[src/hw/rtl/qth_pkg.sv]
// ----------------------------------------------------------------------------
// qth_pkg: shared types and constants for the quaternion heading block
// Operand widths, queue entry layout and the CORDIC arctangent table.
// ----------------------------------------------------------------------------
package qth_pkg;

  // Exact operand widths: x = qi^2 - qj^2 - qk^2 + qr^2, y = 2(qi*qj + qk*qr)
  localparam int unsigned PRODW = 32;
  localparam int unsigned XW    = 33;
  localparam int unsigned YW    = 34;
  // CORDIC datapath: operand growth of ~1.65 plus the 180 degree pre-turn
  localparam int unsigned DW    = 36;
  // Angle accumulator in 2^-16 degree units
  localparam int unsigned ZW    = 26;
  // z * 100 + half, before the shift to centidegrees
  localparam int unsigned PW    = 33;
  localparam int unsigned CW    = 18;

  localparam logic signed [ZW-1:0] ANGLE_180  = ZW'(180 * 65536);
  localparam logic signed [PW-1:0] CENTI_MUL  = PW'(100);
  localparam logic signed [PW-1:0] ROUND_HALF = PW'(32768);
  localparam logic signed [CW-1:0] FULL_TURN  = CW'(36000);

  typedef struct packed {
    logic signed [XW-1:0] x;
    logic signed [YW-1:0] y;
    logic [1:0]           status;
  } qth_item_t;

  // front -> queue write request
  typedef struct packed {
    logic      valid;
    qth_item_t item;
  } qth_push_t;

  // atan(2^-i) in 2^-16 degree, rounded to nearest; zero past step 22
  function automatic logic signed [ZW-1:0] atan_angle(input int unsigned idx);
    logic signed [ZW-1:0] a;
    case (idx)
      0:       a = ZW'(2949120);
      1:       a = ZW'(1740967);
      2:       a = ZW'(919879);
      3:       a = ZW'(466945);
      4:       a = ZW'(234379);
      5:       a = ZW'(117304);
      6:       a = ZW'(58666);
      7:       a = ZW'(29335);
      8:       a = ZW'(14668);
      9:       a = ZW'(7334);
      10:      a = ZW'(3667);
      11:      a = ZW'(1833);
      12:      a = ZW'(917);
      13:      a = ZW'(458);
      14:      a = ZW'(229);
      15:      a = ZW'(115);
      16:      a = ZW'(57);
      17:      a = ZW'(29);
      18:      a = ZW'(14);
      19:      a = ZW'(7);
      20:      a = ZW'(4);
      21:      a = ZW'(2);
      22:      a = ZW'(1);
      default: a = '0;
    endcase
    return a;
  endfunction

endpackage

[src/hw/rtl/qth_front.sv]
// ----------------------------------------------------------------------------
// qth_front: request intake
// Filters by report identifier, registers the quaternion products and
// pushes the exact atan2 operands into the queue.
// ----------------------------------------------------------------------------
module qth_front #(
  parameter int unsigned DEPTH = 4,
  parameter int unsigned LW    = 3
) (
  input  logic                clk_i,
  input  logic                rst_ni,
  input  logic                start,
  output logic                busy,
  input  logic [7:0]          report_id_i,
  input  logic signed [15:0]  q_real_i,
  input  logic signed [15:0]  q_i_i,
  input  logic signed [15:0]  q_j_i,
  input  logic signed [15:0]  q_k_i,
  input  logic [1:0]          status_i,
  input  logic [7:0]          rotation_id_i,
  input  logic [LW-1:0]       level_i,
  output qth_pkg::qth_push_t  push_o
);
  import qth_pkg::*;

  logic                    valid_q, valid_d;
  logic signed [PRODW-1:0] p_ij_q, p_kr_q, p_ii_q, p_jj_q, p_kk_q, p_rr_q;
  logic [1:0]              status_q;
  logic                    accept;

  // one slot in flight here, so hold off one entry early
  assign busy = (level_i >= LW'(DEPTH)) || (valid_q && (level_i >= LW'(DEPTH - 1)));
  assign accept  = start && !busy;
  assign valid_d = accept && (report_id_i == rotation_id_i);

  always_ff @(posedge clk_i or negedge rst_ni) begin
    if (!rst_ni) begin
      valid_q <= 1'b0;
    end else begin
      valid_q <= valid_d;
    end
  end

  always_ff @(posedge clk_i) begin
    if (valid_d) begin
      p_ij_q   <= q_i_i * q_j_i;
      p_kr_q   <= q_k_i * q_real_i;
      p_ii_q   <= q_i_i * q_i_i;
      p_jj_q   <= q_j_i * q_j_i;
      p_kk_q   <= q_k_i * q_k_i;
      p_rr_q   <= q_real_i * q_real_i;
      status_q <= status_i;
    end
  end

  always_comb begin
    push_o.valid       = valid_q;
    push_o.item.x      = XW'(p_ii_q) - XW'(p_jj_q) - XW'(p_kk_q) + XW'(p_rr_q);
    push_o.item.y      = (YW'(p_ij_q) + YW'(p_kr_q)) <<< 1;
    push_o.item.status = status_q;
  end

endmodule

[config.mk]
export PLATFORM = sky130hd
export DESIGN_NAME = qth_front
export DESIGN_NICKNAME = d
export VERILOG_FILES = /design/src/hw/rtl/qth_pkg.sv /design/src/hw/rtl/qth_front.sv
export SDC_FILE = /design/constraint.sdc
export NUM_CORES = 2
export LEC_CHECK = 0
export ABC_AREA = 1
export BUFFER_PORTS_ARGS = -buffer_cell sky130_fd_sc_hd__buf_4
export CAP_MARGIN = 20
export CORE_MARGIN = 3
export CORE_UTILIZATION = 71
export DETAILED_ROUTE_END_ITERATION = 12
export PLACE_DENSITY_LB_ADDON = 0.1
export SLEW_MARGIN = 20
export SYNTH_ARGS = -nofsm -noshare
export SYNTH_HDL_FRONTEND = slang
export SYNTH_SLANG_ARGS = --single-unit
[constraint.sdc]
create_clock -name clk_i -period 15.6 [get_ports clk_i]
set_input_delay 1.56 -clock clk_i [delete_from_list [all_inputs] [get_ports clk_i]]
set_output_delay 1.56 -clock clk_i [all_outputs]
set_load 0.005 [all_outputs]
**After elaboration in Yosys (flattened, before gate mapping)**

Cells that the tools add are included.

- Word-level logic and storage cells: 26
- Bits in registers: 195
- Output and inout port bits: 71

- Add/sub/neg operators: 4
- Equal/unequal tests: 1
- Order comparisons: 2
- Reductions and logical operators: 5
- $mul: 6

Operators by type and width:

| operator | number |
|---|---|
| 16-bit by 16-bit multiplier with 32-bit output | 6 |
| 32-bit by 32-bit adder with 33-bit output | 1 |
| 33-bit by 32-bit adder with 33-bit output | 1 |
| 32-bit by 32-bit subtractor with 33-bit output | 1 |
| 33-bit by 32-bit subtractor with 33-bit output | 1 |
| 8-bit == test | 1 |
| 3-bit by 2-bit greater-or-equal comparator with 1-bit output, second input constant | 1 |
| 3-bit greater-or-equal comparator, second input constant | 1 |
| 1-bit logical AND | 3 |
| 1-bit logical NOT | 1 |
| 1-bit logical OR | 1 |

**Longest topological paths before layout**

- Word-level depth: 6
- Mapped depth: 28
- Gate-level depth less buffers: 26

**Worst setup path before layout**

OpenSTA, ideal clock, no wires.

- Path kind: input -> register
- From: in level_i[1]
- To: reg valid_q
- Stages: 4
- Data required time: 14.649 ns
- Data arrival time: 9.935 ns
- Path buffers: 0
- Slack: 4.714 ns
- Cells stage by stage: a31o_2 > a211oi_1 > nand2_1 > nor2_1

- Cells in the longest elaborated chain, start to end: 6

Ends and longest elaborated chain:

| what | line | source |
|---|---|---|
| start, declared | qth_front.sv:21 | `input logic [LW-1:0] level_i,` |
| 3-bit by 2-bit greater-or-equal comparator with 1-bit output | qth_front.sv:32 | `assign busy = (level_i >= LW'(DEPTH)) \|\| (valid_q && (level_i >= LW'(DEPTH - 1)));` |
| 1-bit logical AND | qth_front.sv:32 |  |
| 1-bit logical OR * | qth_front.sv:32 |  |
| 1-bit logical NOT * | qth_front.sv:33 | `assign accept = start && !busy;` |
| 1-bit logical AND * | qth_front.sv:33 |  |
| 1-bit logical AND * | qth_front.sv:34 | `assign valid_d = accept && (report_id_i == rotation_id_i);` |
| named net valid_d | qth_front.sv:26 | `logic valid_q, valid_d;` |
| end signal, assigned | qth_front.sv:40 | `valid_q <= valid_d;` |
| end, declared | qth_front.sv:26 |  |

Mark *: on every way through the listed nets, which the timed path passes. The rest lies on a longest branch.
A chain may end at the register's enable or synchronous reset.

**Worst setup path in the final report**

- From: in q_i_i[2]
- To: reg p_ii_q[30] (data pin)

- Cells in the longest elaborated chain, start to end: 1

Ends and longest elaborated chain:

| what | line | source |
|---|---|---|
| start, declared | qth_front.sv:16 | `input logic signed [15:0] q_i_i,` |
| 16-bit by 16-bit multiplier with 32-bit output | qth_front.sv:48 | `p_ii_q <= q_i_i * q_i_i;` |
| end signal, assigned | qth_front.sv:48 |  |
| end, declared | qth_front.sv:27 | `logic signed [PRODW-1:0] p_ij_q, p_kr_q, p_ii_q, p_jj_q, p_kk_q, p_rr_q;` |

Every way passes these cells.

==> out/metrics.yaml <==
setup_path:
  cp_data_arrival_time_ns: 7.32
  startpoint: "q_i_i[2]"
  path_buf_inv: 5
  cp_cell_sequence: "buf_4 > nand2_1 > inv_1 > fa_1 > fa_1 > fa_1 > fa_1 > fa_1 > inv_1 > fa_1 > inv_1 > ha_1 > nand2_1 > inv_1 > nand2_1 > nor3_1 > and2_1 > nand2_1 > nand3_1 > nand2_1"
  worst-path-stages: 20
  cpMaxStageDelayCell: "fa_1"
  cp_common_cell: "fa_1"
  critPathCaptureType: "flop"
  critical_path_class: "input pin to flop"
  slowest_delay_ns: 0.92
  start_kind: "input pin"
  crit_family: "adder cells"
  r2r_start: "valid_q"
  crit_required_ns: 15.86
  crit_path_max_fanout: 33
  reg2reg_depth: 5
  rrSetupSlack_ns: 12.69
  r2r_end: "p_jj_q[13]"
  cp-endpoint: "p_ii_q[30]"
sta:
  tightest_slew_ns: 1.13
  final_max_slew_viol_count: 0
  fin_setup_tns_ns: 0
  period_needed_ns: 7.06
  fmax_mhz: 142
  max_slew_margin_pct: 24.5
  hold_viol: 0
  fin_skew_ns: 0.0162
  report.final.setup_viol: 0
  rsz0062_at_grt: "false"
  finalCritPeriodShare_pct: 45.3
cts:
  cts_tree: "done"
  ctsHoldBuffers: 0
  path_clk_slew_ns: 0.09
  cts-buffers-inserted: 17
  cts_setup_buffers: 0
  cts-root-buf: "clkbuf_16"
  cts_htree_levels: 4
  cts_resized: 0
  cts_sinks: 191
  clockBufferDepth: 2
  clock_latency_ns: 0.50
final_layout:
  fin_nets: 11299
  final_layout_size_suffix_gt1_share_pct: 3.51
  syn2layout_area_growth_pct: 3.76
logic_synthesis:
  ys.flop_type: "edfxtp_1"
  synth_fa_ha_area_share_pct: 52.5
  yosysMostFrequentCell: "inv_1"
  netlist_area_um2: 72200
  yosys.area.top_type: "fa_1"
  avgSynthCellArea_um2: 7.89
  synth_top_family_by_area: "adder cells"
  muxShareOfSynthArea_pct: 0
  synth_top_cell_area_share_pct: 42.1
  synthTopCellsByArea: "fa_1, inv_1, nand2_1, ha_1, edfxtp_1"
  synth-edff-count: 190
  ys_ff_latch: 191
  synth_simple_gate_area_share_pct: 17.6
  ys_seq_area_share_pct: 7.94
  synthCells: 9144
  ys_warn_count: 0
  synth_xor_area_share_pct: 2.61
  synth-compound-area-share_pct: 3.24
  synthTopCellsByCount: "inv_1, nand2_1, fa_1, ha_1, nor2_1"
  async_reset_ff_share_pct: 0.524
  synth_cell_types: 44
die:
  fp.dieH_um: 325
  die_area_um2: 106000
  coreArea_um2: 100000
  start_util_pct: 71.9
  rows: 116
  die_w_um: 325
  ios: 159
placed_design:
  numPortBuffers: 157
  place_congestion: 0.972
  place_hpwl_mm: 154
status:
  status: "completed"
routing:
  antenna_left: 0
  dr.pass1.iters: 8
  wl_per_cell_um: 17.6
  drt-initial-drc-count: 4440
  viasPerCell: 5.42
  drc: 0
  num_vias: 56675
  routed_wl_mm: 184
global_routing:
  grt_first_pass_wirelength_mm: 308
  first_global_vias: 61481
  grt_max_degree: 170
  grt_overflow_total: 0
  grtUsageTotal_pct: 36.6
  antenna_found_initial: 1
run:
  cap_violations: 0
worst_hold_path:
  hold_path_class: "input pin to async pin"
[registers in the layout, indices dropped and copies added (netlist names)]
name      cells
status_q      2
valid_q       1
p_kk_q       31
p_rr_q       31
p_ii_q       31
p_ij_q       32
p_kr_q       32
p_jj_q       31
[worst min-delay path by stage]
stage	startpoint	end	slack [ns]
global route	rst_ni	valid_q	0.80
finish	rst_ni	valid_q	0.84
global placement	valid_q	valid_q	0.89
floorplan	rst_ni	valid_q	1.26
detailed placement	valid_q	valid_q	0.91
CTS	rst_ni	valid_q	0.81
[cells in the final DEF, fill, tap and decap left out, types with 40 or more instances in the layout]
master	Yosys	routed
inv_1	2852	2852
nand2_1	2265	2265
fa_1	1519	1519
ha_1	598	598
nor2_1	315	314
nand3_1	246	246
a21oi_1	232	232
edfxtp_1	190	190
xor2_1	175	175
buf_4	2	158
o21ai_0	90	90
nand4_1	84	84
nor3_1	59	59
o21bai_1	47	47
xnor2_1	40	40
[kinds of logic after synthesis]
family          Yosys count
compound gates          419
other cells               1
flops                   191
buf+inv                3096
simple gates           3105
xor+xnor                215
fa+ha+maj              2117
[per-layer routing]
| metal | share of wire [%] | vias to the layer above | wire length, µm | GRT usage (%) |
|---|---|---|---|---|
| li1 | - | 26147 | - | - |
| met1 | 39 | 27613 | 71600 | 47.9 |
| met2 | 49 | 2402 | 90200 | 62.2 |
| met3 | 8.6 | 513 | 15800 | 6.55 |
| met4 | 3.6 | 0 | 6670 | 11.7 |
| met5 | 0 | - | 0 | 0 |
[cell type report]
class                   instances  area [µm²]
well taps                    1357        1700
fillers                      7662       25500
repair buffers                160        1220
flip-flops and latches        191        5730
diodes                          1        2.50
clock inverters                15         225
multi-input cells            5858       54800
inverters                    2866       10800
clock buffers                  17         425
[worst reg2reg max path, cell delays in order, from the launching register on]
cell      delay, ns
dfrtp_1        0.39
a31o_2         0.25
a211oi_1       0.20
nand2_1        0.12
nor2_4         0.66
buf_12         0.59
[stage by stage]
| step | area, µm² | hold slack [ns] | setup WS [ns] | std cells | utilization (%) |
|---|---|---|---|---|---|
| after floorplan | 72200 | 1.26 | 4.71 | 9145 | - |
| after global placement | 74200 | 0.890 | 8.07 | 10431 | 73.9 |
| after detailed placement | 74200 | 0.906 | 8.08 | 10431 | 73.9 |
| after CTS | 74900 | 0.806 | 8.58 | 10463 | 74.5 |
| after global routing | 74900 | 0.805 | 8.14 | 10464 | 74.6 |
| final | 74900 | 0.837 | 8.54 | 10465 | 74.6 |
Power is left out: the tool's default activity adds up to more than one toggle a clock period on the data nets, which glitch-free logic cannot reach.
