### config.mk
export PLATFORM = sky130hd
export DESIGN_NAME = qth_queue
export DESIGN_NICKNAME = d
export VERILOG_FILES = /design/src/hw/rtl/qth_pkg.sv /design/src/hw/rtl/qth_queue.sv
export SDC_FILE = /design/constraint.sdc
export NUM_CORES = 1
export LEC_CHECK = 0
export BUFFER_PORTS_ARGS = -buffer_cell sky130_fd_sc_hd__clkbuf_2
export CAP_MARGIN = 40
export CORE_MARGIN = 1
export CORE_UTILIZATION = 57
export CTS_CLUSTER_SIZE = 20
export DETAILED_ROUTE_END_ITERATION = 16
export PLACE_DENSITY = 0.79
export RECOVER_POWER = 50
export SLEW_MARGIN = 30
export SYNTH_ARGS = -nofsm -noshare
export SYNTH_HDL_FRONTEND = slang
export SYNTH_SLANG_ARGS = --single-unit
export TNS_END_PERCENT = 20
### constraint.sdc
create_clock -name clk_i -period 3.1 [get_ports clk_i]
set_input_delay 0.465 -clock clk_i [delete_from_list [all_inputs] [get_ports clk_i]]
set_output_delay 0.465 -clock clk_i [all_outputs]
set_load 0.1 [all_outputs]
### src/hw/rtl/qth_pkg.sv
// ----------------------------------------------------------------------------
// qth_pkg: shared types and constants for the quaternion heading block
// Operand widths, queue entry layout and the CORDIC arctangent table.
// ----------------------------------------------------------------------------
package qth_pkg;

  // Exact operand widths: x = qi^2 - qj^2 - qk^2 + qr^2, y = 2(qi*qj + qk*qr)
  localparam int unsigned PRODW = 32;
  localparam int unsigned XW    = 33;
  localparam int unsigned YW    = 34;
  // CORDIC datapath: operand growth of ~1.65 plus the 180 degree pre-turn
  localparam int unsigned DW    = 36;
  // Angle accumulator in 2^-16 degree units
  localparam int unsigned ZW    = 26;
  // z * 100 + half, before the shift to centidegrees
  localparam int unsigned PW    = 33;
  localparam int unsigned CW    = 18;

  localparam logic signed [ZW-1:0] ANGLE_180  = ZW'(180 * 65536);
  localparam logic signed [PW-1:0] CENTI_MUL  = PW'(100);
  localparam logic signed [PW-1:0] ROUND_HALF = PW'(32768);
  localparam logic signed [CW-1:0] FULL_TURN  = CW'(36000);

  typedef struct packed {
    logic signed [XW-1:0] x;
    logic signed [YW-1:0] y;
    logic [1:0]           status;
  } qth_item_t;

  // front -> queue write request
  typedef struct packed {
    logic      valid;
    qth_item_t item;
  } qth_push_t;

  // atan(2^-i) in 2^-16 degree, rounded to nearest; zero past step 22
  function automatic logic signed [ZW-1:0] atan_angle(input int unsigned idx);
    logic signed [ZW-1:0] a;
    case (idx)
      0:       a = ZW'(2949120);
      1:       a = ZW'(1740967);
      2:       a = ZW'(919879);
      3:       a = ZW'(466945);
      4:       a = ZW'(234379);
      5:       a = ZW'(117304);
      6:       a = ZW'(58666);
      7:       a = ZW'(29335);
      8:       a = ZW'(14668);
      9:       a = ZW'(7334);
      10:      a = ZW'(3667);
      11:      a = ZW'(1833);
      12:      a = ZW'(917);
      13:      a = ZW'(458);
      14:      a = ZW'(229);
      15:      a = ZW'(115);
      16:      a = ZW'(57);
      17:      a = ZW'(29);
      18:      a = ZW'(14);
      19:      a = ZW'(7);
      20:      a = ZW'(4);
      21:      a = ZW'(2);
      22:      a = ZW'(1);
      default: a = '0;
    endcase
    return a;
  endfunction

endpackage

### src/hw/rtl/qth_queue.sv
// ----------------------------------------------------------------------------
// qth_queue: operand queue
// Small FIFO between intake and the CORDIC engine.
// ----------------------------------------------------------------------------
module qth_queue #(
  parameter int unsigned DEPTH = 4,
  parameter int unsigned LW    = 3,
  parameter int unsigned PTRW  = 2
) (
  input  logic                clk_i,
  input  logic                rst_ni,
  input  qth_pkg::qth_push_t  push_i,
  input  logic                pop_i,
  output logic                not_empty_o,
  output qth_pkg::qth_item_t  head_o,
  output logic [LW-1:0]       level_o
);
  import qth_pkg::*;

  qth_item_t       mem_q [DEPTH];
  logic [PTRW-1:0] wr_ptr_q, wr_ptr_d, rd_ptr_q, rd_ptr_d;
  logic [LW-1:0]   level_q, level_d;
  logic            do_pop;

  assign do_pop      = pop_i && (level_q != '0);
  assign not_empty_o = (level_q != '0);
  assign head_o      = mem_q[rd_ptr_q];
  assign level_o     = level_q;

  always_comb begin
    wr_ptr_d = wr_ptr_q;
    rd_ptr_d = rd_ptr_q;
    level_d  = level_q;
    if (push_i.valid) begin
      wr_ptr_d = (wr_ptr_q == PTRW'(DEPTH - 1)) ? '0 : wr_ptr_q + 1'b1;
    end
    if (do_pop) begin
      rd_ptr_d = (rd_ptr_q == PTRW'(DEPTH - 1)) ? '0 : rd_ptr_q + 1'b1;
    end
    if (push_i.valid && !do_pop) begin
      level_d = level_q + 1'b1;
    end else if (!push_i.valid && do_pop) begin
      level_d = level_q - 1'b1;
    end
  end

  always_ff @(posedge clk_i or negedge rst_ni) begin
    if (!rst_ni) begin
      wr_ptr_q <= '0;
      rd_ptr_q <= '0;
      level_q  <= '0;
    end else begin
      wr_ptr_q <= wr_ptr_d;
      rd_ptr_q <= rd_ptr_d;
      level_q  <= level_d;
    end
  end

  always_ff @(posedge clk_i) begin
    if (push_i.valid) begin
      mem_q[wr_ptr_q] <= push_i.item;
    end
  end

endmodule

== Word-level counts from Yosys, hierarchy flattened ==
Memory sizes are Yosys's and may differ from the RTL's.
Index checks and enable logic that the tools add are counted.
Cells by class
  reductions and logical operators: 7
  $add $sub $neg: 4
  muxes and demuxes: 6
  eq/ne operators: 2
Operators with widths (number)
  $mux W3: 2
  $add A2 B1 Y2 const B: 2
  $eq A2 B2 Y1 const B: 2
  $mux W2: 2
  $add A3 B1 Y3 const B: 1
  $logic_and A1 B1 Y1: 3
  $reduce_bool A3 Y1: 1
  $sub A3 B1 Y3 const B: 1
  $logic_not A1 Y1: 2
  $mux W1: 2
  $reduce_bool A2 Y1: 1
Storage, ports and cells
  logic and storage cells: 23
  input bits: 73
  register bits after elaboration: 7
  memories kept: 1
  output and inout port bits: 73
  RAM bits: 276
Memories
  mem_q: depth 4, width 69, rd ports 1, clocked after Yosys merged registers in 0, wr ports 1, RTL line qth_queue.sv:20  | qth_item_t mem_q [DEPTH];

== Logic depth before layout (Yosys ltp) ==
Gate-level depths: netlist of run 1.
  depth in word-level cells: 5
  depth in mapped cells: 8
  depth with buffers taken out: 8

== Worst setup path after synthesis of run 1 ==
No wires, ideal clock.
  path type: register -> register
  start: reg level_q[0] (netlist: level_o[0])
  end: reg level_q[2] (netlist: level_o[2])
  setup time: 0.162 ns
  period minus slack after synthesis: 2.723 ns
  path buffers: 0
  arrival time: 2.561 ns
  data required time: 2.938 ns
  cell stages (with the launch flop): 9
  path slack: 0.377 ns
  cells stage by stage: dfrtp_1 or3_4 nand2_1 ha_1 inv_1 fa_1 xor2_1 nor2_1 xor2_1
Between the ends
  longest elaborated chain between the ends: 5
  elaborated cells between the ends (all ways): 10
  those cells by class: add/sub: 2; mux: 2; reduce/logical: 6
RTL lines
  start, declared: RTL line qth_queue.sv:22  | logic [LW-1:0] level_q, level_d;
  start signal, assigned: RTL line qth_queue.sv:55  | level_q <= level_d;
  $reduce_bool A3 Y1 (*)
  named net not_empty_o: RTL line qth_queue.sv:14  | output logic not_empty_o,
  $logic_and A1 B1 Y1 (*): RTL line qth_queue.sv:25  | assign do_pop = pop_i && (level_q != '0);
  $logic_not A1 Y1: RTL line qth_queue.sv:40  | if (push_i.valid && !do_pop) begin
  $logic_and A1 B1 Y1: RTL line qth_queue.sv:40
  $mux W3 or $reduce_bool A2 Y1 (tied branches)
Mark *: on every way through the listed nets, which the timed path passes. The rest lies on a longest branch. The select of a mux whose other input is x is not followed.
A chain may end at the register's enable or synchronous reset.

==> results of run 1 <==
-- placed cells by master (no fill, tap or decap), types with 2 or more instances in the layout --
| cell | count |
|---|---|
| clkbuf_1 | 77 |
| clkbuf_16 | 27 |
| ha_1 | 6 |
| inv_1 | 3 |
| nor2_1 | 3 |
| xor2_1 | 2 |
| clkinv_1 | 4 |
| o21ai_0 | 2 |
| edfxtp_1 | 276 |
| buf_12 | 7 |
| dfrtp_1 | 5 |
| clkbuf_2 | 75 |
| dfrtp_4 | 2 |
| bufinv_16 | 2 |
| clkinv_2 | 4 |
| mux2_2 | 3 |
| mux4_2 | 68 |
| and2_4 | 2 |
| nand2_1 | 3 |
-- state kept, by name, summed over array words and instances (netlist names) --
signal    count
mem_q       276
level_o       3
wr_ptr_q      2
rd_ptr_q      2
-- logic make-up after synthesis --
logic type | Yosys count
AO/OA/AOI/OAI | 2
XOR/XNOR | 3
adder cells (fa/ha/maj) | 7
buffers and inverters | 19
flip-flops | 283
multiplexers | 72
AND/OR/NAND/NOR | 11
-- synth_stat cells (all sizes together) --
cell / count / share of area, %
clkbuf: 1 / 0.036
xor2: 2 / 0.17
inv: 3 / 0.11
dfrtp: 7 / 1.7
or3: 1 / 0.11
buf: 15 / 1.8
nor2: 3 / 0.11
nand2: 3 / 0.11
mux2: 3 / 0.32
edfxtp: 276 / 79
mux4: 69 / 15
fa: 1 / 0.19
xnor2: 1 / 0.084
and2: 4 / 0.24
ha: 6 / 0.72
o21ai: 2 / 0.096
-- per-stage QoR --
step | util [%] | worst slack [ns]
finish | 67.7 | 0.303
global route | 67.7 | 0.232
CTS | 68.2 | 0.268
detailed placement | 63.6 | 0.821
global placement | 63.6 | 0.817
floorplan | - | 0.377
-- worst max-delay path, cell delays in order, from the launching register on --
cell and delay [ns]:
dfrtp_4 0.65, buf_12 0.32, mux4_1 0.39, clkbuf_2 0.40
-- layout make-up --
type,count,area (sq um)
clock buffer,34,702
multi-input combinational,95,1790
tap,229,287
sequential,283,8470
timing repair buffer,153,788
clock inverter,13,120
inverter,3,11.3
fill,1135,5800
-- how the worst max path moves through the flow --
| stage | start | end |
|---|---|---|
| final | rd_ptr_q[1]$_DFFE_PN0P_ | head_o[64] |
| after CTS | rd_ptr_q[1]$_DFFE_PN0P_ | head_o[64] |
| after detailed placement | rd_ptr_q[1]$_DFFE_PN0P_ | head_o[64] |
| after global placement | rd_ptr_q[1]$_DFFE_PN0P_ | head_o[64] |
| after global routing | wr_ptr_q[0]$_DFFE_PN0P_ | mem_q[3][62]$_DFFE_PP_ |
| after floorplan | level_o[0]$_DFFE_PN0P_ | level_o[2]$_DFFE_PN0P_ |
-- metal layers --
layer  global-route usage [%]  up-vias  share of wire [%]
li1                         -     2038                  -
met1                     25.8     2419                 40
met2                     33.1      156                 52
met3                     4.12       34                6.5
met4                     5.74        4                1.9
met5                        0        -               0.13
-- what timing repair did --
item                      4_1_cts  5_1_grt
hold endpoints to repair        7        0
hold buffers                    1        0
buffers inserted                0        0
==> summary.txt, run 1 <==
Clock network
  • Clk_lat worst skew: 0.51 ns
  • CTS max path bufs: 3
  • CTS tree: yes
  • Root Driver: clkbuf_16
  • CTS H-tree lvls: 1
  • CTS resizes: 0
  • Sink Count: 283
  • TritonCTS Buffers: 27
  • Clk slew on worst S/H paths: 0.06 ns

Routing
  • Routed WL: 17900 um
  • DRC viols: 0
  • Antenna Violating Nets Remaining: 0
  • Vias/cell: 5.74
  • Number of detailed-route iterations in the first pass: 4
  • DR vias: 4651
  • DR iter-0 viols: 297
  • Wire per inst: 22.1 um

Final layout
  • Final instance area: 12200 sq um
  • Fraction of layout cells with a size suffix above 1: 33.6%
  • Non-filler cells, final: 810
  • Fin nets: 643
  • Synth-to-layout area growth: 16.5%
  • Ant. Diodes: 0

Yosys
  • Xor/xnor cell area share of the yosys netlist: 0.252%
  • Post-synthesis mux area share: 15.2%
  • Synth unique cells: 19
  • Synth Net Count: 477
  • Syn Inst Count: 397
  • Synth Register Bits: 283
  • Synth Area in Simple Gates: 0.563%
  • Compound-cell area share of the yosys netlist: 0.0958%
  • Synth warn: 0
  • Mapped Avg Cell Area: 26.3 sq um
  • Register area share after synthesis: 81.0%
  • Synth Area in Adders: 0.910%
  • Largest family of logic cells by synthesized area: multiplexers
  • Mapped Area: 10400 sq um

Setup path
  • WP data required: 2.63 ns
  • Critical Path Sink Type: output pin
  • Crit path kind: reg2out
  • CP Max Fanout: 49
  • Reg2Reg Depth: 3
  • Worst Setup Start Kind: flop
  • R2R Path End: mem_q[3][65]$_DFFE_PP_
  • Reg-to-reg critical path startpoint: wr_ptr_q[0]$_DFFE_PN0P_
  • Internal reg-to-reg setup slack: 0.46 ns
  • Critical path data arrival time: 2.33 ns

Floorplanning
  • Die area: 18900 sq um
  • Die H: 137 um
  • Total core area: 18000 sq um
  • Core Rows: 49
  • I/O pins: 146
  • DIE WIDTH: 137 um
  • Starting density of the core: 58.2%

Placed design
  • DP HPWL: 10700 um
  • GP Congestion: 0.713
  • Port bufs: 145
  • DP Cell Count: 762
  • Placed Area: 11400 sq um

Timing
  • Slew margin rel.: -24.9%
  • Max Transition Viols Final: 34
  • Hold slack: 0.202 ns
  • Period utilization: 90.2%
  • Tmin final: 2.80 ns
  • Fmax: 358 MHz
  • Setup Skew: 0.00776 ns
  • Final setup fails: 0
  • RSZ-0062 raised after global routing: false
  • Total Neg Setup Slack: 0 ns
  • Fin. Hold Viols: 0
  • Worst-Margin Slew: 1.87 ns

Hold path
  • Worst hold-check path type: in2reg
  • Hold endpoint: mem_q[3][18]$_DFFE_PP_
  • HP Start: push_i[18]
  • Hold path depth: 1

Status
  • Failing checks: max-capacitance violations, max-slew violations
  • Outcome: complete, but fails checks

Global routing
  • Total gr overflow: 0
  • Number of global-route vias before repair: 4962
  • Pin count of the biggest net entering global routing: 50
  • Initial antenna violation count: 2
  • Total track usage: 19.6%
  • Global-route wire length before repair: 26900 um

Run
  • Max Cap Viol: 1
Power of run 1 is not shown: default switching activity piles up to over one toggle a cycle in this logic, so the estimate is an artifact.
==> run 2, diff against run 1 <==
--- a/config.mk
+++ b/config.mk
@@ -5,7 +5,7 @@
 export SDC_FILE = /design/constraint.sdc
 export NUM_CORES = 1
 export LEC_CHECK = 0
-export BUFFER_PORTS_ARGS = -buffer_cell sky130_fd_sc_hd__clkbuf_2
+export BUFFER_PORTS_ARGS = -buffer_cell sky130_fd_sc_hd__buf_2
 export CAP_MARGIN = 40
 export CORE_MARGIN = 1
 export CORE_UTILIZATION = 57
==> summary.txt, run 2 (synthesis results as in run 1) <==
Setup path
  • Reg2Reg Depth: 3
  • Internal reg-to-reg setup slack: 0.32 ns
  • Critical Path Sink Type: output pin
  • WP data required: 2.63 ns
  • Critical Path End: head_o[29]
  • CP Max Fanout: 32
  • Critical path data arrival time: 2.47 ns
  • Critical Path Slowest Stage Cell: dfrtp_4
  • Setup crit start: rd_ptr_q[0]$_DFFE_PN0P_
  • CP cell instances: buf_12 > mux4_2 > buf_2
  • Reg-to-reg critical path startpoint: wr_ptr_q[0]$_DFFE_PN0P_
  • Crit path kind: reg2out
  • Worst Setup Start Kind: flop
  • Crit path largest cell delay: 0.85 ns
  • R2R Path End: mem_q[3][61]$_DFFE_PP_

Routing
  • Number of detailed-route iterations in the first pass: 4
  • Routed WL: 18400 um
  • Vias/cell: 5.77
  • Antenna Violating Nets Remaining: 0
  • DR iter-0 viols: 288
  • Wire per inst: 22.5 um
  • DRC viols: 0
  • DR vias: 4717

Final layout
  • Ant. Diodes: 0
  • Non-filler cells, final: 818
  • Most frequent cells in the layout: edfxtp_1, buf_2, clkbuf_1, mux4_2, clkbuf_16
  • Fin nets: 647
  • Synth-to-layout area growth: 17.9%
  • Fraction of layout cells with a size suffix above 1: 34.1%
  • Max reg flops: 276
  • Core Util, Final: 68.6%
  • Reg with most FFs: mem_q
  • Sequential Area: 8470 sq um
  • Leading cell type in the layout, fill and taps excluded: edfxtp_1
  • Multi-input gate area: 1790 sq um
  • Filler cells: 1132

Clock network
  • TritonCTS Buffers: 28
  • Clk slew on worst S/H paths: 0.06 ns
  • Clk_lat worst skew: 0.53 ns
  • Root Driver: clkbuf_16
  • CTS max path bufs: 3
  • CTS H-tree lvls: 1
  • Post-CTS Setup Inserts: 0
  • CTS tree: yes
  • Sink Count: 283

Global routing
  • Busiest grt layer: met2
  • Pin count of the biggest net entering global routing: 45
  • Initial antenna violation count: 0
  • Global-route wire length before repair: 27600 um
  • Total track usage: 20.2%
  • Met3 Track Usage GR: 4.71%
  • Met1 usage: 27.2%
  • Total gr overflow: 0
  • Routing usage on met2: 33.5%
  • Number of global-route vias before repair: 4967

Hold path
  • Worst hold-check path type: in2reg

Timing
  • Hold slack: 0.196 ns
  • Tmin final: 2.94 ns
  • Fmax: 340 MHz
  • RSZ-0062 raised after global routing: false
  • Worst-Margin Slew: 1.98 ns
  • Fin. Hold Viols: 0
  • Total Neg Setup Slack: 0 ns
  • Setup Skew: 0.00728 ns
  • Period utilization: 94.8%
  • Final setup fails: 0
  • Max Transition Viols Final: 26
  • Slew margin rel.: -31.9%

Placed design
  • Port bufs: 145
  • DP HPWL: 11100 um
  • DP Cell Count: 765
  • GP Congestion: 0.686

Status
  • Outcome: complete, but fails checks
  • Failing checks: max-capacitance violations, max-slew violations

Floorplanning
  • Die H: 137 um
  • Starting density of the core: 58.2%
  • Die area: 18900 sq um
  • I/O pins: 146
  • DIE WIDTH: 137 um
  • Total core area: 18000 sq um
  • Core Rows: 49

Run
  • Max Cap Viol: 1
## run 2: cell count changes in the layout (fill, tap and decap cells not counted), sizes merged
cell,before,now
buf,7,85
bufinv,2,4
clkinv,9,13
clkbuf,179,103
## run 2: per-stage QoR
step           setup slack [ns]  area [sq um]
5_1_grt                  0.0148         12300
4_1_cts                  0.0840         12400
3_5_place_dp              0.649         11500
6_report                  0.161         12300
2_1_floorplan             0.377         10400
3_3_place_gp              0.664         11500
## run 2: how the worst min path moves through the flow
stage               startpoint                     end  slack [ns]  cells after the start
global route        push_i[20]  mem_q[0][20]$_DFFE_PP_        0.20                      1
floorplan               rst_ni  level_o[0]$_DFFE_PN0P_        0.17                      0
finish              push_i[20]  mem_q[0][20]$_DFFE_PP_        0.20                      1
CTS                 push_i[17]  mem_q[2][17]$_DFFE_PP_        0.13                      1
detailed placement      rst_ni  level_o[1]$_DFFE_PN0P_        0.32                      1
global placement        rst_ni  level_o[2]$_DFFE_PN0P_        0.31                      1
## run 2: layer usage
metal | wire length (um) | share of wire [%] | vias up
met2 | 9250 | 50 | 168
met4 | 250 | 1.4 | 0
met1 | 7640 | 41 | 2479
li1 | - | - | 2046
met3 | 1290 | 7.0 | 24
met5 | 0 | 0 | -
## run 2: critical path: cells and delay by family, from the launching register on
kind,cells,cell delay [ns]
buffers and inverters,2,0.56
flip-flops,1,0.85
multiplexers,1,0.53
## run 2: layout make-up
class	instances	share of cell area, %
Inverter	3	0.0914
Tap cell	229	2.33
Multi-Input combinational cell	95	14.5
Timing Repair Buffer	156	6.69
Sequential cell	283	68.8
Clock buffer	33	6.02
Clock inverter	19	1.59
## run 2: repair_timing
| item | 4_1_cts | 5_1_grt |
|---|---|---|
| resized for setup | 0 | 0 |
| endpoints found under the hold margin | 7 | 0 |
| hold buffers | 1 | 0 |
Power of run 2 is left out for the same reason.
