$ cat config.mk
export PLATFORM = sky130hd
export DESIGN_NAME = qth_cordic
export DESIGN_NICKNAME = d
export VERILOG_FILES = /design/src/hw/rtl/qth_pkg.sv /design/src/hw/rtl/qth_cordic.sv
export SDC_FILE = /design/constraint.sdc
export NUM_CORES = 1
export LEC_CHECK = 0
export ABC_AREA = 0
export BUFFER_PORTS_ARGS = -buffer_cell sky130_fd_sc_hd__buf_2
export CAP_MARGIN = 20
export CORE_ASPECT_RATIO = 2
export CORE_MARGIN = 5
export CORE_UTILIZATION = 56
export DETAILED_ROUTE_END_ITERATION = 8
export GPL_TIMING_DRIVEN = 0
export HOLD_SLACK_MARGIN = 0.05
export PLACE_DENSITY = 0.73
export SYNTH_ARGS = -nofsm -noshare
export SYNTH_HDL_FRONTEND = slang
export SYNTH_SLANG_ARGS = --single-unit
export TNS_END_PERCENT = 10
$ cat constraint.sdc
create_clock -name clk_i -period 9.1 [get_ports clk_i]
set_input_delay 1.82 -clock clk_i [delete_from_list [all_inputs] [get_ports clk_i]]
set_output_delay 1.82 -clock clk_i [all_outputs]
set_load 0.01 [all_outputs]
$ cat src/hw/rtl/qth_pkg.sv
// ----------------------------------------------------------------------------
// qth_pkg: shared types and constants for the quaternion heading block
// Operand widths, queue entry layout and the CORDIC arctangent table.
// ----------------------------------------------------------------------------
package qth_pkg;

  // Exact operand widths: x = qi^2 - qj^2 - qk^2 + qr^2, y = 2(qi*qj + qk*qr)
  localparam int unsigned PRODW = 32;
  localparam int unsigned XW    = 33;
  localparam int unsigned YW    = 34;
  // CORDIC datapath: operand growth of ~1.65 plus the 180 degree pre-turn
  localparam int unsigned DW    = 36;
  // Angle accumulator in 2^-16 degree units
  localparam int unsigned ZW    = 26;
  // z * 100 + half, before the shift to centidegrees
  localparam int unsigned PW    = 33;
  localparam int unsigned CW    = 18;

  localparam logic signed [ZW-1:0] ANGLE_180  = ZW'(180 * 65536);
  localparam logic signed [PW-1:0] CENTI_MUL  = PW'(100);
  localparam logic signed [PW-1:0] ROUND_HALF = PW'(32768);
  localparam logic signed [CW-1:0] FULL_TURN  = CW'(36000);

  typedef struct packed {
    logic signed [XW-1:0] x;
    logic signed [YW-1:0] y;
    logic [1:0]           status;
  } qth_item_t;

  // front -> queue write request
  typedef struct packed {
    logic      valid;
    qth_item_t item;
  } qth_push_t;

  // atan(2^-i) in 2^-16 degree, rounded to nearest; zero past step 22
  function automatic logic signed [ZW-1:0] atan_angle(input int unsigned idx);
    logic signed [ZW-1:0] a;
    case (idx)
      0:       a = ZW'(2949120);
      1:       a = ZW'(1740967);
      2:       a = ZW'(919879);
      3:       a = ZW'(466945);
      4:       a = ZW'(234379);
      5:       a = ZW'(117304);
      6:       a = ZW'(58666);
      7:       a = ZW'(29335);
      8:       a = ZW'(14668);
      9:       a = ZW'(7334);
      10:      a = ZW'(3667);
      11:      a = ZW'(1833);
      12:      a = ZW'(917);
      13:      a = ZW'(458);
      14:      a = ZW'(229);
      15:      a = ZW'(115);
      16:      a = ZW'(57);
      17:      a = ZW'(29);
      18:      a = ZW'(14);
      19:      a = ZW'(7);
      20:      a = ZW'(4);
      21:      a = ZW'(2);
      22:      a = ZW'(1);
      default: a = '0;
    endcase
    return a;
  endfunction

endpackage

$ cat src/hw/rtl/qth_cordic.sv
// ----------------------------------------------------------------------------
// qth_cordic: vectoring CORDIC engine
// One micro-rotation per cycle, then scaling to centidegrees and wrapping.
// ----------------------------------------------------------------------------
module qth_cordic #(
  parameter int unsigned CORDIC_STEPS = 16,
  parameter int unsigned SW           = 4
) (
  input  logic                clk_i,
  input  logic                rst_ni,
  input  logic                not_empty_i,
  input  qth_pkg::qth_item_t  head_i,
  output logic                pop_o,
  output logic                result_valid_o,
  output logic [15:0]         heading_centideg_o,
  output logic [1:0]          accuracy_o
);
  import qth_pkg::*;

  localparam logic [1:0] S_IDLE = 2'd0;
  localparam logic [1:0] S_RUN  = 2'd1;
  localparam logic [1:0] S_DONE = 2'd2;

  logic [1:0]           state_q, state_d;
  logic [SW-1:0]        cnt_q, cnt_d;
  logic signed [DW-1:0] x_q, x_d, y_q, y_d, xs, ys, x_in, y_in;
  logic signed [ZW-1:0] z_q, z_d, a;
  logic                 zero_q, zero_d;
  logic [1:0]           status_q, status_d;
  logic                 valid_q, valid_d;
  logic [15:0]          heading_q, heading_d;
  logic [1:0]           accuracy_q, accuracy_d;
  logic signed [PW-1:0] scaled;
  logic signed [CW-1:0] c0, c1, c2;
  logic                 load;

  assign load = not_empty_i && ((state_q == S_IDLE) || (state_q == S_DONE));
  assign pop_o = load;

  assign x_in = DW'(head_i.x);
  assign y_in = DW'(head_i.y);
  assign xs   = x_q >>> cnt_q;
  assign ys   = y_q >>> cnt_q;
  assign a    = atan_angle(32'(cnt_q));

  // centidegrees = floor((z * 100 + 32768) / 65536), then wrap
  assign scaled = (PW'(z_q) * CENTI_MUL) + ROUND_HALF;
  always_comb begin
    c0 = CW'(scaled >>> 16);
    c1 = (c0 < 0) ? c0 + FULL_TURN : c0;
    if (c1 < 0) begin
      c1 = '0;
    end
    c2 = (c1 >= FULL_TURN) ? c1 - FULL_TURN : c1;
    if (c2 >= FULL_TURN) begin
      c2 = '0;
    end
  end

  always_comb begin
    state_d    = state_q;
    cnt_d      = cnt_q;
    x_d        = x_q;
    y_d        = y_q;
    z_d        = z_q;
    zero_d     = zero_q;
    status_d   = status_q;
    valid_d    = 1'b0;
    heading_d  = heading_q;
    accuracy_d = accuracy_q;

    case (state_q)
      S_IDLE: begin
      end
      S_RUN: begin
        if (y_q < 0) begin
          x_d = x_q - ys;
          y_d = y_q + xs;
          z_d = z_q - a;
        end else begin
          x_d = x_q + ys;
          y_d = y_q - xs;
          z_d = z_q + a;
        end
        cnt_d = cnt_q + 1'b1;
        if (cnt_q == SW'(CORDIC_STEPS - 1)) begin
          state_d = S_DONE;
        end
      end
      S_DONE: begin
        valid_d    = 1'b1;
        heading_d  = zero_q ? 16'd0 : c2[15:0];
        accuracy_d = status_q;
        state_d    = S_IDLE;
      end
      default: begin
        state_d = S_IDLE;
      end
    endcase

    if (load) begin
      state_d  = S_RUN;
      cnt_d    = '0;
      zero_d   = (x_in == 0) && (y_in == 0);
      status_d = head_i.status;
      if (x_in < 0) begin
        // turn by 180 degrees into the right half plane
        x_d = -x_in;
        y_d = -y_in;
        z_d = (y_in >= 0) ? ANGLE_180 : -ANGLE_180;
      end else begin
        x_d = x_in;
        y_d = y_in;
        z_d = '0;
      end
    end
  end

  always_ff @(posedge clk_i or negedge rst_ni) begin
    if (!rst_ni) begin
      state_q <= S_IDLE;
      cnt_q   <= '0;
      valid_q <= 1'b0;
    end else begin
      state_q <= state_d;
      cnt_q   <= cnt_d;
      valid_q <= valid_d;
    end
  end

  always_ff @(posedge clk_i) begin
    x_q        <= x_d;
    y_q        <= y_d;
    z_q        <= z_d;
    zero_q     <= zero_d;
    status_q   <= status_d;
    heading_q  <= heading_d;
    accuracy_q <= accuracy_d;
  end

  assign result_valid_o     = valid_q;
  assign heading_centideg_o = heading_q;
  assign accuracy_o         = accuracy_q;

endmodule

== After elaboration in Yosys (flattened, before gate mapping) ==
Memory sizes are Yosys's and may differ from the RTL's.
Cells that the tools add are included.

* Memory bits (read-only): 352
* Memories: 1
* Logic and storage cells: 69
* Output and inout bits: 20
* Input port bits: 72
* Register bits: 126

{| class="wikitable"
|+ Memory list
! name !! depth !! width !! read ports !! clocked after memory_dff !! write ports !! RTL line !! RTL
|-
| (no name shown) || 16 || 22 || 1 || 0 || 0 || qth_pkg.sv:39 || <nowiki>case (idx)</nowiki>
|}

* Multipliers: 1
* Reductions and logical operators: 9
* $add $sub $neg: 12
* Shift-type cells: 2
* Eq/ne operators: 5
* $lt $le $gt $ge: 7
* Multiplexer cells: 22

{| class="wikitable"
|+ Operator list
! operator !! number
|-
| two-way mux 36 bit || 8
|-
| two-way mux 26 bit || 5
|-
| adder 36 bit || 2
|-
| zero test 36 bit || 2
|-
| >>> shifter 36 x 4 -> 36 bit || 2
|-
| subtractor 36 bit || 2
|-
| two-way mux 18 bit || 3
|-
| >= comparator 18 x 17 -> 1 bit, second input constant || 2
|-
| less-than comparator 36 x 1 -> 1 bit, second input constant || 1
|-
| negator 33 -> 36 bit || 1
|-
| negator 34 -> 36 bit || 1
|-
| >= comparator 34 x 1 -> 1 bit, second input constant || 1
|-
| adder 33 x 17 -> 33 bit, second input constant || 1
|-
| less-than comparator 33 x 1 -> 1 bit, second input constant || 1
|-
| multiplier 26 x 6 -> 31 bit, second input constant || 1
|-
| adder 26 bit || 1
|-
| subtractor 26 bit || 1
|-
| adder 17 x 17 -> 18 bit, second input constant || 1
|-
| less-than comparator 18 x 1 -> 1 bit, second input constant || 1
|-
| subtractor 18 x 17 -> 18 bit, second input constant || 1
|-
| less-than comparator 17 x 1 -> 1 bit, second input constant || 1
|-
| two-way mux 4 bit || 2
|-
| adder 4 x 1 -> 4 bit, second input constant || 1
|-
| equality test 4 bit, second input constant || 1
|-
| 13 further kinds || 15
|}

== Depth between registers and ports, before layout ==
Gate-level depths: netlist of the first run.

* Depth in word-level cells: 10
* Gate-level depth with buffers: 33
* Depth with buffers taken out: 29

== Worst setup path after synthesis of the first run ==
No wires, ideal clock.

* Path kind: flip-flop to flip-flop
* From: register z_q[3]
* To: register heading_q[10], in the netlist heading_centideg_o[10] (data pin)
* Clock period less this slack: 6.867 ns
* Arrival time: 6.607 ns
* Path buffers: 2
* Setup time: 0.260 ns
* Path slack: 2.233 ns
* Cell stages (with the launch flop): 30
* Required time: 8.840 ns
* Cells stage by stage: edfxtp_1 > ha_1 > fa_1 > ha_1 > ha_1 > a21oi_1 > o211ai_2 > and3_1 > o21ai_0 > and2_1 > ha_1 > nand2b_1 > mux2_4 > nor4_2 > a21oi_1 > nor3b_1 > or2_2 > clkbuf_2 > inv_1 > ha_1 > a21oi_2 > xnor3_1 > nor2_1 > mux2i_1 > or4_4 > o31ai_4 > nand2b_4 > buf_6 > nand2_2 > mux2_4

* Longest elaborated chain between the ends: 10
* Elaborated cells on any way between the ends: 12
* Classes of those cells: add/sub: 3; mul: 1; order compare: 4; mux: 3; reduce/logical: 1

{| class="wikitable"
|+ Ends and longest elaborated chain
! element !! RTL line !! RTL
|-
| start: declaration || qth_cordic.sv:27 || <nowiki>logic signed [ZW-1:0] z_q, z_d, a;</nowiki>
|-
| start signal: assignment || qth_cordic.sv:134 || <nowiki>z_q <= z_d;</nowiki>
|-
| multiplier 26 x 6 -> 31 bit (*) || qth_cordic.sv:47 || <nowiki>assign scaled = (PW'(z_q) * CENTI_MUL) + ROUND_HALF;</nowiki>
|-
| adder 33 x 17 -> 33 bit (*) || qth_cordic.sv:47 ||
|-
| adder 17 x 17 -> 18 bit or less-than comparator 17 x 1 -> 1 bit (tied branches) || qth_cordic.sv:50 || <nowiki>c1 = (c0 < 0) ? c0 + FULL_TURN : c0;</nowiki>
|-
| two-way mux 18 bit (*) || qth_cordic.sv:50 ||
|-
| less-than comparator 18 x 1 -> 1 bit || qth_cordic.sv:51 || <nowiki>if (c1 < 0) begin</nowiki>
|-
| two-way mux 18 bit (*) || qth_cordic.sv:51 ||
|-
| subtractor 18 x 17 -> 18 bit or >= comparator 18 x 17 -> 1 bit (tied branches) || qth_cordic.sv:54 || <nowiki>c2 = (c1 >= FULL_TURN) ? c1 - FULL_TURN : c1;</nowiki>
|-
| two-way mux 18 bit (*) || qth_cordic.sv:54 ||
|-
| >= comparator 18 x 17 -> 1 bit || qth_cordic.sv:55 || <nowiki>if (c2 >= FULL_TURN) begin</nowiki>
|-
| OR reduction 2 bit (no line) || - ||
|-
| end signal: assignment || qth_cordic.sv:137 || <nowiki>heading_q <= heading_d;</nowiki>
|-
| end: declaration || qth_cordic.sv:31 || <nowiki>logic [15:0] heading_q, heading_d;</nowiki>
|}

Every way passes the cells marked *; elsewhere a longest branch is shown, timed or not.
A chain may end at the register's enable or synchronous reset.

== Worst setup path in the final report of the first run ==
* From: register cnt_q[2]
* To: register z_q[25] (data pin)

* Longest elaborated chain between the ends: 5
* Elaborated cells on any way between the ends: 6
* Classes of those cells: add/sub: 2; mux: 3; memory: 1

{| class="wikitable"
|+ Ends and longest elaborated chain
! element !! RTL line !! RTL
|-
| start: declaration || qth_cordic.sv:25 || <nowiki>logic [SW-1:0] cnt_q, cnt_d;</nowiki>
|-
| start signal: assignment || qth_cordic.sv:126 || <nowiki>cnt_q <= cnt_d;</nowiki>
|-
| memory (16 x 22 bit) (*) || - ||
|-
| adder 26 bit or subtractor 26 bit (tied branches) || qth_cordic.sv:83, qth_cordic.sv:79 ||
|-
| two-way mux 26 bit (*) || qth_cordic.sv:76 || <nowiki>if (y_q < 0) begin</nowiki>
|-
| two-way mux 26 bit (*) || qth_cordic.sv:72 || <nowiki>case (state_q)</nowiki>
|-
| two-way mux 26 bit (*) || qth_cordic.sv:101 || <nowiki>if (load) begin</nowiki>
|-
| named net z_d[25] || qth_cordic.sv:27 ||
|}

Mark *: on every way through the listed nets, which the timed path passes. The rest lies on a longest branch. The select of a mux whose other input is x is not followed.

==> results of run 1 <==
## timing repair
action,in CTS,in global routing
hold endpoints to repair,0,0
endpoints found under the setup margin,0,9
resized for setup,0,2
## critical path, cell delays in order, from the launching register on
cell and delay, ns:
dfrtp_1 0.42, clkbuf_1 0.50, clkbuf_2 0.41, clkbuf_1 0.52, buf_1 0.53, clkbuf_1 0.48
clkbuf_1 0.42, clkbuf_1 0.41, nand2_1 0.22, nor2_1 0.15, o21ai_0 0.08, o21ai_0 0.17
nand3_1 0.14, nor3b_1 0.44, nor2_1 0.24, xor2_1 0.20, ha_1 0.35, o21ai_0 0.09
a21o_1 0.19, a21oi_1 0.33, a211oi_1 0.22, o31a_1 0.42, a2111oi_0 0.80, o21a_1 0.22
o21ai_0 0.16, o21ai_0 0.20, a21oi_1 0.07
## state kept, by name, summed over array words and instances, names as in the netlist
register / cells
accuracy_o: 2
cnt_q: 4
heading_centideg_o: 16
result_valid_o: 1
state_q: 2
status_q: 2
x_q: 36
y_q: 36
z_q: 26
zero_q: 1
## worst max path at each step
stage | from | end | slack (ns)
5_1_grt | cnt_q[2] | z_q[25] | 0.06
3_5_place_dp | cnt_q[0] | z_q[25] | 0.17
2_1_floorplan | z_q[3] | heading_centideg_o[10] | 2.23
6_report | cnt_q[2] | z_q[25] | 0.43
4_1_cts | cnt_q[0] | z_q[25] | 0.14
3_3_place_gp | cnt_q[0] | z_q[25] | 0.35
## per-layer routing
metal	global-route usage, %	vias to the layer above
li1	-	8847
met1	33.4	9371
met5	0	-
met4	38.7	0
met3	7.09	402
met2	72.5	915
## layout by cell type, fill, tap and decap left out, types with 11 or more instances in the layout
master,netlist,routed
o31ai_1,32,32
nor3_1,37,37
nand2_1,271,271
or3_1,19,19
nand4_1,14,14
a21o_1,42,42
inv_1,85,84
or2_2,16,16
o211ai_1,11,11
xnor2_1,159,159
ha_1,183,183
nor2b_1,20,19
a31oi_1,36,36
o21ai_0,168,168
fa_1,26,26
buf_1,21,21
clkbuf_1,74,73
xor2_1,88,88
buf_2,12,104
and4_1,12,12
o21bai_1,16,16
nor4_1,20,20
o21a_1,14,14
o41ai_1,14,14
mux4_2,64,64
and2_1,29,29
nand3_1,45,45
a21oi_1,178,178
and3_1,25,25
a211oi_1,20,20
nor2_1,179,179
clkbuf_16,0,17
nand2b_1,26,26
mux2i_1,52,52
or4_1,12,12
edfxtp_1,119,119
## area by class of cell
cell class / count / area [µm²]
Buffer: 109 / 438
Sequential cell: 126 / 3750
Clock buffer: 18 / 429
Multi-Input combinational cell: 1996 / 15100
Clock inverter: 14 / 183
Tap cell: 445 / 557
Antenna cell: 2 / 5.00
Inverter: 87 / 329
Fill cell: 3138 / 13500
Timing Repair Buffer: 99 / 574
## cells by family after synthesis
kind of cell / count (synthesis)
and+or+nand+nor: 769
adders and majority gates: 209
buffers and inverters: 197
xor gates and xnor gates: 251
muxes: 128
AOI/OAI and AO/OA: 639
DFF: 126
## metrics by stage
step | setup slack (ns) | instances | area [µm²]
6_report | 0.435 | 2896 | 21300
3_3_place_gp | 0.346 | 2854 | 20600
3_5_place_dp | 0.174 | 2860 | 20700
4_1_cts | 0.144 | 2892 | 21300
2_1_floorplan | 2.23 | 2319 | 19600
5_1_grt | 0.0599 | 2894 | 21300
==> impl_metrics.env, run 1 <==
export IMPL_status="finished clean"
export IMPL_wl_met3_um=4290
export IMPL_dp_final_hpwl_um=61400
export IMPL_via_count=19500
export IMPL_cp_end_kind="flip-flop"
export IMPL_io_buffers=90
export IMPL_coreArea_um2=34800
export IMPL_tritoncts="done"
export IMPL_fmax_mhz=115
export IMPL_num_rows=97
export IMPL_ys_seq_area_share_pct=19.2
export IMPL_setup_tns_final_ns=0
export IMPL_r2r_end="z_q[25]"
export IMPL_setup_viol=0
export IMPL_worstRegToRegCells=26
export IMPL_drc=0
export IMPL_hold_class="reg -> reg"
export IMPL_grt_pass1_wl_um=114000
export IMPL_cts_sink_count=126
export IMPL_finClkSkew_ns=0.0123
export IMPL_maxSlewViolCount=0
export IMPL_r2r_slack_ns=0.43
export IMPL_period_needed_ns=8.67
export IMPL_wl_um=77200
export IMPL_num_nets_final=2717
export IMPL_dieArea_um2=39000
export IMPL_worst_pin_slew_ns=1.22
export IMPL_synth_simple_area_share_pct=19.4
export IMPL_clock_path_buffers=2
export IMPL_worstHoldEndpoint="accuracy_o[1]"
export IMPL_drtPass1Iterations=6
export IMPL_cts_htree_levels=4
export IMPL_ys_flop_type="edfxtp_1"
export IMPL_syn_area_um2=19600
export IMPL_yosys_mux_area_fraction_pct=10.8
export IMPL_pin_count=92
export IMPL_crit_arrival_ns=8.87
export IMPL_ys_types=107
export IMPL_worstSetupPathType="reg -> reg"
export IMPL_hold_path_depth=0
export IMPL_async_reset_ff_share_pct=5.56
export IMPL_cts_clk_slew_worst_paths_ns=0.07
export IMPL_wl_met2_um=40800
export IMPL_grt_usage_pct=39.1
export IMPL_cp_required_ns=9.30
export IMPL_min_from="status_q[1]"
export IMPL_synthTopCellsByArea="edfxtp_1 18%, ha_1 12%, mux4_2 7.4%"
export IMPL_worstSetupStartpointType="flip-flop"
export IMPL_synth_warnings=0
export IMPL_grt_pass1_vias=19900
export IMPL_syn_area_per_cell_um2=8.44
export IMPL_period_share_pct=95.2
export IMPL_area_growth_pct=8.94
export IMPL_top_layer="met4"
export IMPL_avgRoutedWirePerCell_um=26.6
export IMPL_yosys_area_top_type="edfxtp_1"
export IMPL_synth_compound_area_share_pct=21.0
export IMPL_cts_buffers=17
export IMPL_ant_nets=0
export IMPL_grt_max_degree=58
export IMPL_ys_ff_latch=126
export IMPL_vias_per_cell=6.75
export IMPL_synth_fa_ha_area_share_pct=14.4
export IMPL_synth_most_common_cell="nand2_1"
export IMPL_overflow=0
export IMPL_synth_top_area_share_pct=18.3
export IMPL_clk_latency_ns=0.47
export IMPL_die_w_um=142
export IMPL_drive_above_1_share_pct=11.6
export IMPL_die_h_um=274
export IMPL_slew_limit_headroom_pct=19.0
export IMPL_path_max_fanout=10
export IMPL_synthXorXnorAreaFrac_pct=11.4
export IMPL_hold_violations=0
export IMPL_synth_top_cells_by_count="271 x nand2_1, 183 x ha_1, 179 x nor2_1, 178 x a21oi_1, 168 x o21ai_0"
export IMPL_drtIter0Drc=1463
export IMPL_cts_hold_buffers_added=0
export IMPL_timing_rr_start="cnt_q[2]"
export IMPL_antenna_found_initial=2
export IMPL_root_buffer="clkbuf_16"
export IMPL_maxCapViolCount=0
export IMPL_globalplace_congestion=1.05
export IMPL_rsz0062_at_grt="no"
export IMPL_detail_route_wirelength_met1_um=22900
export IMPL_synth_edf_count=119
export IMPL_start_util_pct=56.2
export IMPL_synth_top_family_by_area="compound AO/OA/AOI/OAI gates"
export IMPL_syn_num_nets=2600
export IMPL_fin_util_pct=61.2
export IMPL_netlist_instances=2319
export IMPL_hold_slack_ns=0.423
export IMPL_post_cts_setup_buffers=0
Power of run 1 is left out: the tool's default activity adds up to more than one toggle a clock period on the data nets, which glitch-free logic cannot reach.
==> inputs of run 2 (changes only) <==
Settings changed: ABC_AREA 0 to 1.
==> impl_metrics.env, run 2 <==
export IMPL_async_reset_ff_share_pct=5.56
export IMPL_fin_util_pct=61.6
export IMPL_syn_area_per_cell_um2=6.35
export IMPL_slew_limit_headroom_pct=13.6
export IMPL_synth_top_family_by_area="simple AND/OR/NAND/NOR gates"
export IMPL_hold_class="reg -> reg"
export IMPL_coreArea_um2=35800
export IMPL_ys_types=67
export IMPL_cts_clk_slew_worst_paths_ns=0.07
export IMPL_grt_pass1_vias=23700
export IMPL_synthTopCellsByArea="edfxtp_1 18%, nand2_1 16%, ha_1 11%"
export IMPL_drtPass1Iterations=7
export IMPL_hold_violations=0
export IMPL_num_rows=98
export IMPL_cp_end_kind="flip-flop"
export IMPL_yosys_mux_area_fraction_pct=2.41
export IMPL_synth_most_common_cell="nand2_1"
export IMPL_crit_path_top_delay_cell="dfrtp_1"
export IMPL_worstSetupStartpointType="flip-flop"
export IMPL_avgRoutedWirePerCell_um=22.5
export IMPL_post_cts_setup_buffers=0
export IMPL_rsz0062_at_grt="no"
export IMPL_ant_nets=0
export IMPL_netlist_instances=3204
export IMPL_synth_top_cells_by_count="842 x nand2_1, 408 x inv_1, 337 x o21ai_0, 273 x nor2_1, 235 x a21oi_1"
export IMPL_area_growth_pct=8.41
export IMPL_path_max_fanout=11
export IMPL_hold_path_depth=0
export IMPL_cts_resized=0
export IMPL_grt_pass1_wl_um=127000
export IMPL_final_cell_mix="841 x nand2_1, 408 x inv_1, 337 x o21ai_0"
export IMPL_period_needed_ns=7.30
export IMPL_crit_arrival_ns=7.47
export IMPL_r2r_slack_ns=1.80
export IMPL_crit_start="cnt_q[1]"
export IMPL_root_buffer="clkbuf_16"
export IMPL_ys_ff_latch=126
export IMPL_drc=0
export IMPL_synth_edf_count=119
export IMPL_cts_sink_count=126
export IMPL_pin_count=92
export IMPL_cp_required_ns=9.27
export IMPL_globalplace_congestion=1.08
export IMPL_vias_per_cell=6.14
export IMPL_fmax_mhz=137
export IMPL_worst_pin_slew_ns=1.30
export IMPL_cp_slowest_stage_delay_ns=0.48
export IMPL_syn_area_um2=20300
export IMPL_io_buffers=91
export IMPL_start_util_pct=56.8
export IMPL_setup_viol=0
export IMPL_syn_num_nets=3485
export IMPL_via_count=23200
export IMPL_maxSlewViolCount=0
export IMPL_cts_buffers=17
export IMPL_yosys_area_top_type="edfxtp_1"
export IMPL_status="finished clean"
export IMPL_grt_usage_pct=41.5
export IMPL_synth_warnings=0
export IMPL_synth_fa_ha_area_share_pct=13.8
export IMPL_worstHoldEndpoint="accuracy_o[1]"
export IMPL_grt_max_degree=40
export IMPL_worstSetupPathType="reg -> reg"
export IMPL_drive_above_1_share_pct=7.72
export IMPL_die_w_um=145
export IMPL_period_share_pct=80.3
export IMPL_reg_top3="x_q: 36 flops, y_q: 36 flops, z_q: 26 flops"
export IMPL_synth_simple_area_share_pct=30.6
export IMPL_wl_um=85000
export IMPL_die_h_um=279
export IMPL_drtIter0Drc=1895
export IMPL_tritoncts="done"
export IMPL_timing_rr_start="cnt_q[1]"
export IMPL_final_common_cell="nand2_1"
export IMPL_dieArea_um2=40400
export IMPL_cts_hold_buffers_added=0
export IMPL_num_nets_final=3599
export IMPL_ys_flop_type="edfxtp_1"
export IMPL_dp_final_hpwl_um=69800
export IMPL_clk_latency_ns=0.46
export IMPL_min_from="status_q[1]"
export IMPL_r2r_end="z_q[24]"
export IMPL_antenna_found_initial=2
export IMPL_ys_seq_area_share_pct=18.4
export IMPL_synth_compound_area_share_pct=18.9
export IMPL_worstRegToRegCells=30
export IMPL_overflow=0
export IMPL_cts_htree_levels=4
export IMPL_maxCapViolCount=0
export IMPL_setup_tns_final_ns=0
export IMPL_finClkSkew_ns=0.0173
export IMPL_synthXorXnorAreaFrac_pct=5.80
export IMPL_clock_path_buffers=2
export IMPL_synth_top_area_share_pct=17.6
## run 2: changes by cell type after synthesis, sizes merged, moves of 28 or more
cell / before / now
a21oi: 181 / 239
o21ai: 178 / 347
nand2: 274 / 868
clkbuf: 75 / 47
nand3: 46 / 154
inv: 87 / 429
a21o: 42 / 4
xnor2: 162 / 57
and2: 30 / 2
mux4: 64 / 0
nor2: 179 / 294
## run 2: kinds of logic (layout without fill, tap and decap cells)
logic type / Yosys count / count (layout)
compound gates: 702 / 702
buf+inv: 532 / 659
mux: 49 / 49
simple gates: 1453 / 1453
other cells: 0 / 1
flops: 126 / 126
xor+xnor: 133 / 133
fa+ha+maj: 209 / 209
## run 2: worst max-delay path, delay by kind of cell, from the launching register on
| kind | cells | cell delay, ns |
|---|---|---|
| buffers and inverters | 6 | 1.51 |
| AOI/OAI and AO/OA | 11 | 2.20 |
| adders and majority gates | 2 | 0.65 |
| DFF | 1 | 0.48 |
| and+or+nand+nor | 9 | 1.85 |
| xor gates and xnor gates | 2 | 0.29 |
## run 2: cell type report
| cell class | count | area (µm²) |
|---|---|---|
| Multi-Input combinational cell | 2546 | 14500 |
| Inverter | 431 | 1620 |
| Clock inverter | 14 | 168 |
| Timing Repair Buffer | 95 | 538 |
| Sequential cell | 126 | 3750 |
| Buffer | 101 | 432 |
| Tap cell | 450 | 563 |
| Antenna cell | 1 | 2.50 |
| Clock buffer | 18 | 429 |
| Fill cell | 3430 | 13800 |
## run 2: metrics by stage
stage                     instances  cell area (µm²)  worst slack (ns)  hold slack (ns)
after floorplan                3204            20300              3.57            0.400
after global placement         3745            21400              2.17            0.400
after detailed placement       3749            21400              1.99            0.410
after CTS                      3781            22000              1.95            0.423
after global routing           3781            22000              1.44            0.425
final                          3782            22000              1.80            0.420
## run 2: how the worst max path moves through the flow
stage,endpoint,slack (ns),cells past startpoint
6_report,z_q[24],1.80,30
5_1_grt,y_q[27],1.44,30
4_1_cts,z_q[24],1.95,30
3_5_place_dp,z_q[24],1.99,28
3_3_place_gp,y_q[27],2.17,30
2_1_floorplan,z_q[24],3.57,28
## run 2: layer usage
metal  vias up  wire (µm)  track usage [%]  share of wire [%]
li1      10900          -                -                  -
met1     10500      25600             36.8                 30
met2      1261      42400             74.0                 50
met3       552       6210             7.67                7.3
met4         0      10800             42.1                 13
met5         -          0                0                  0
Power of run 2 is left out for the same reason.
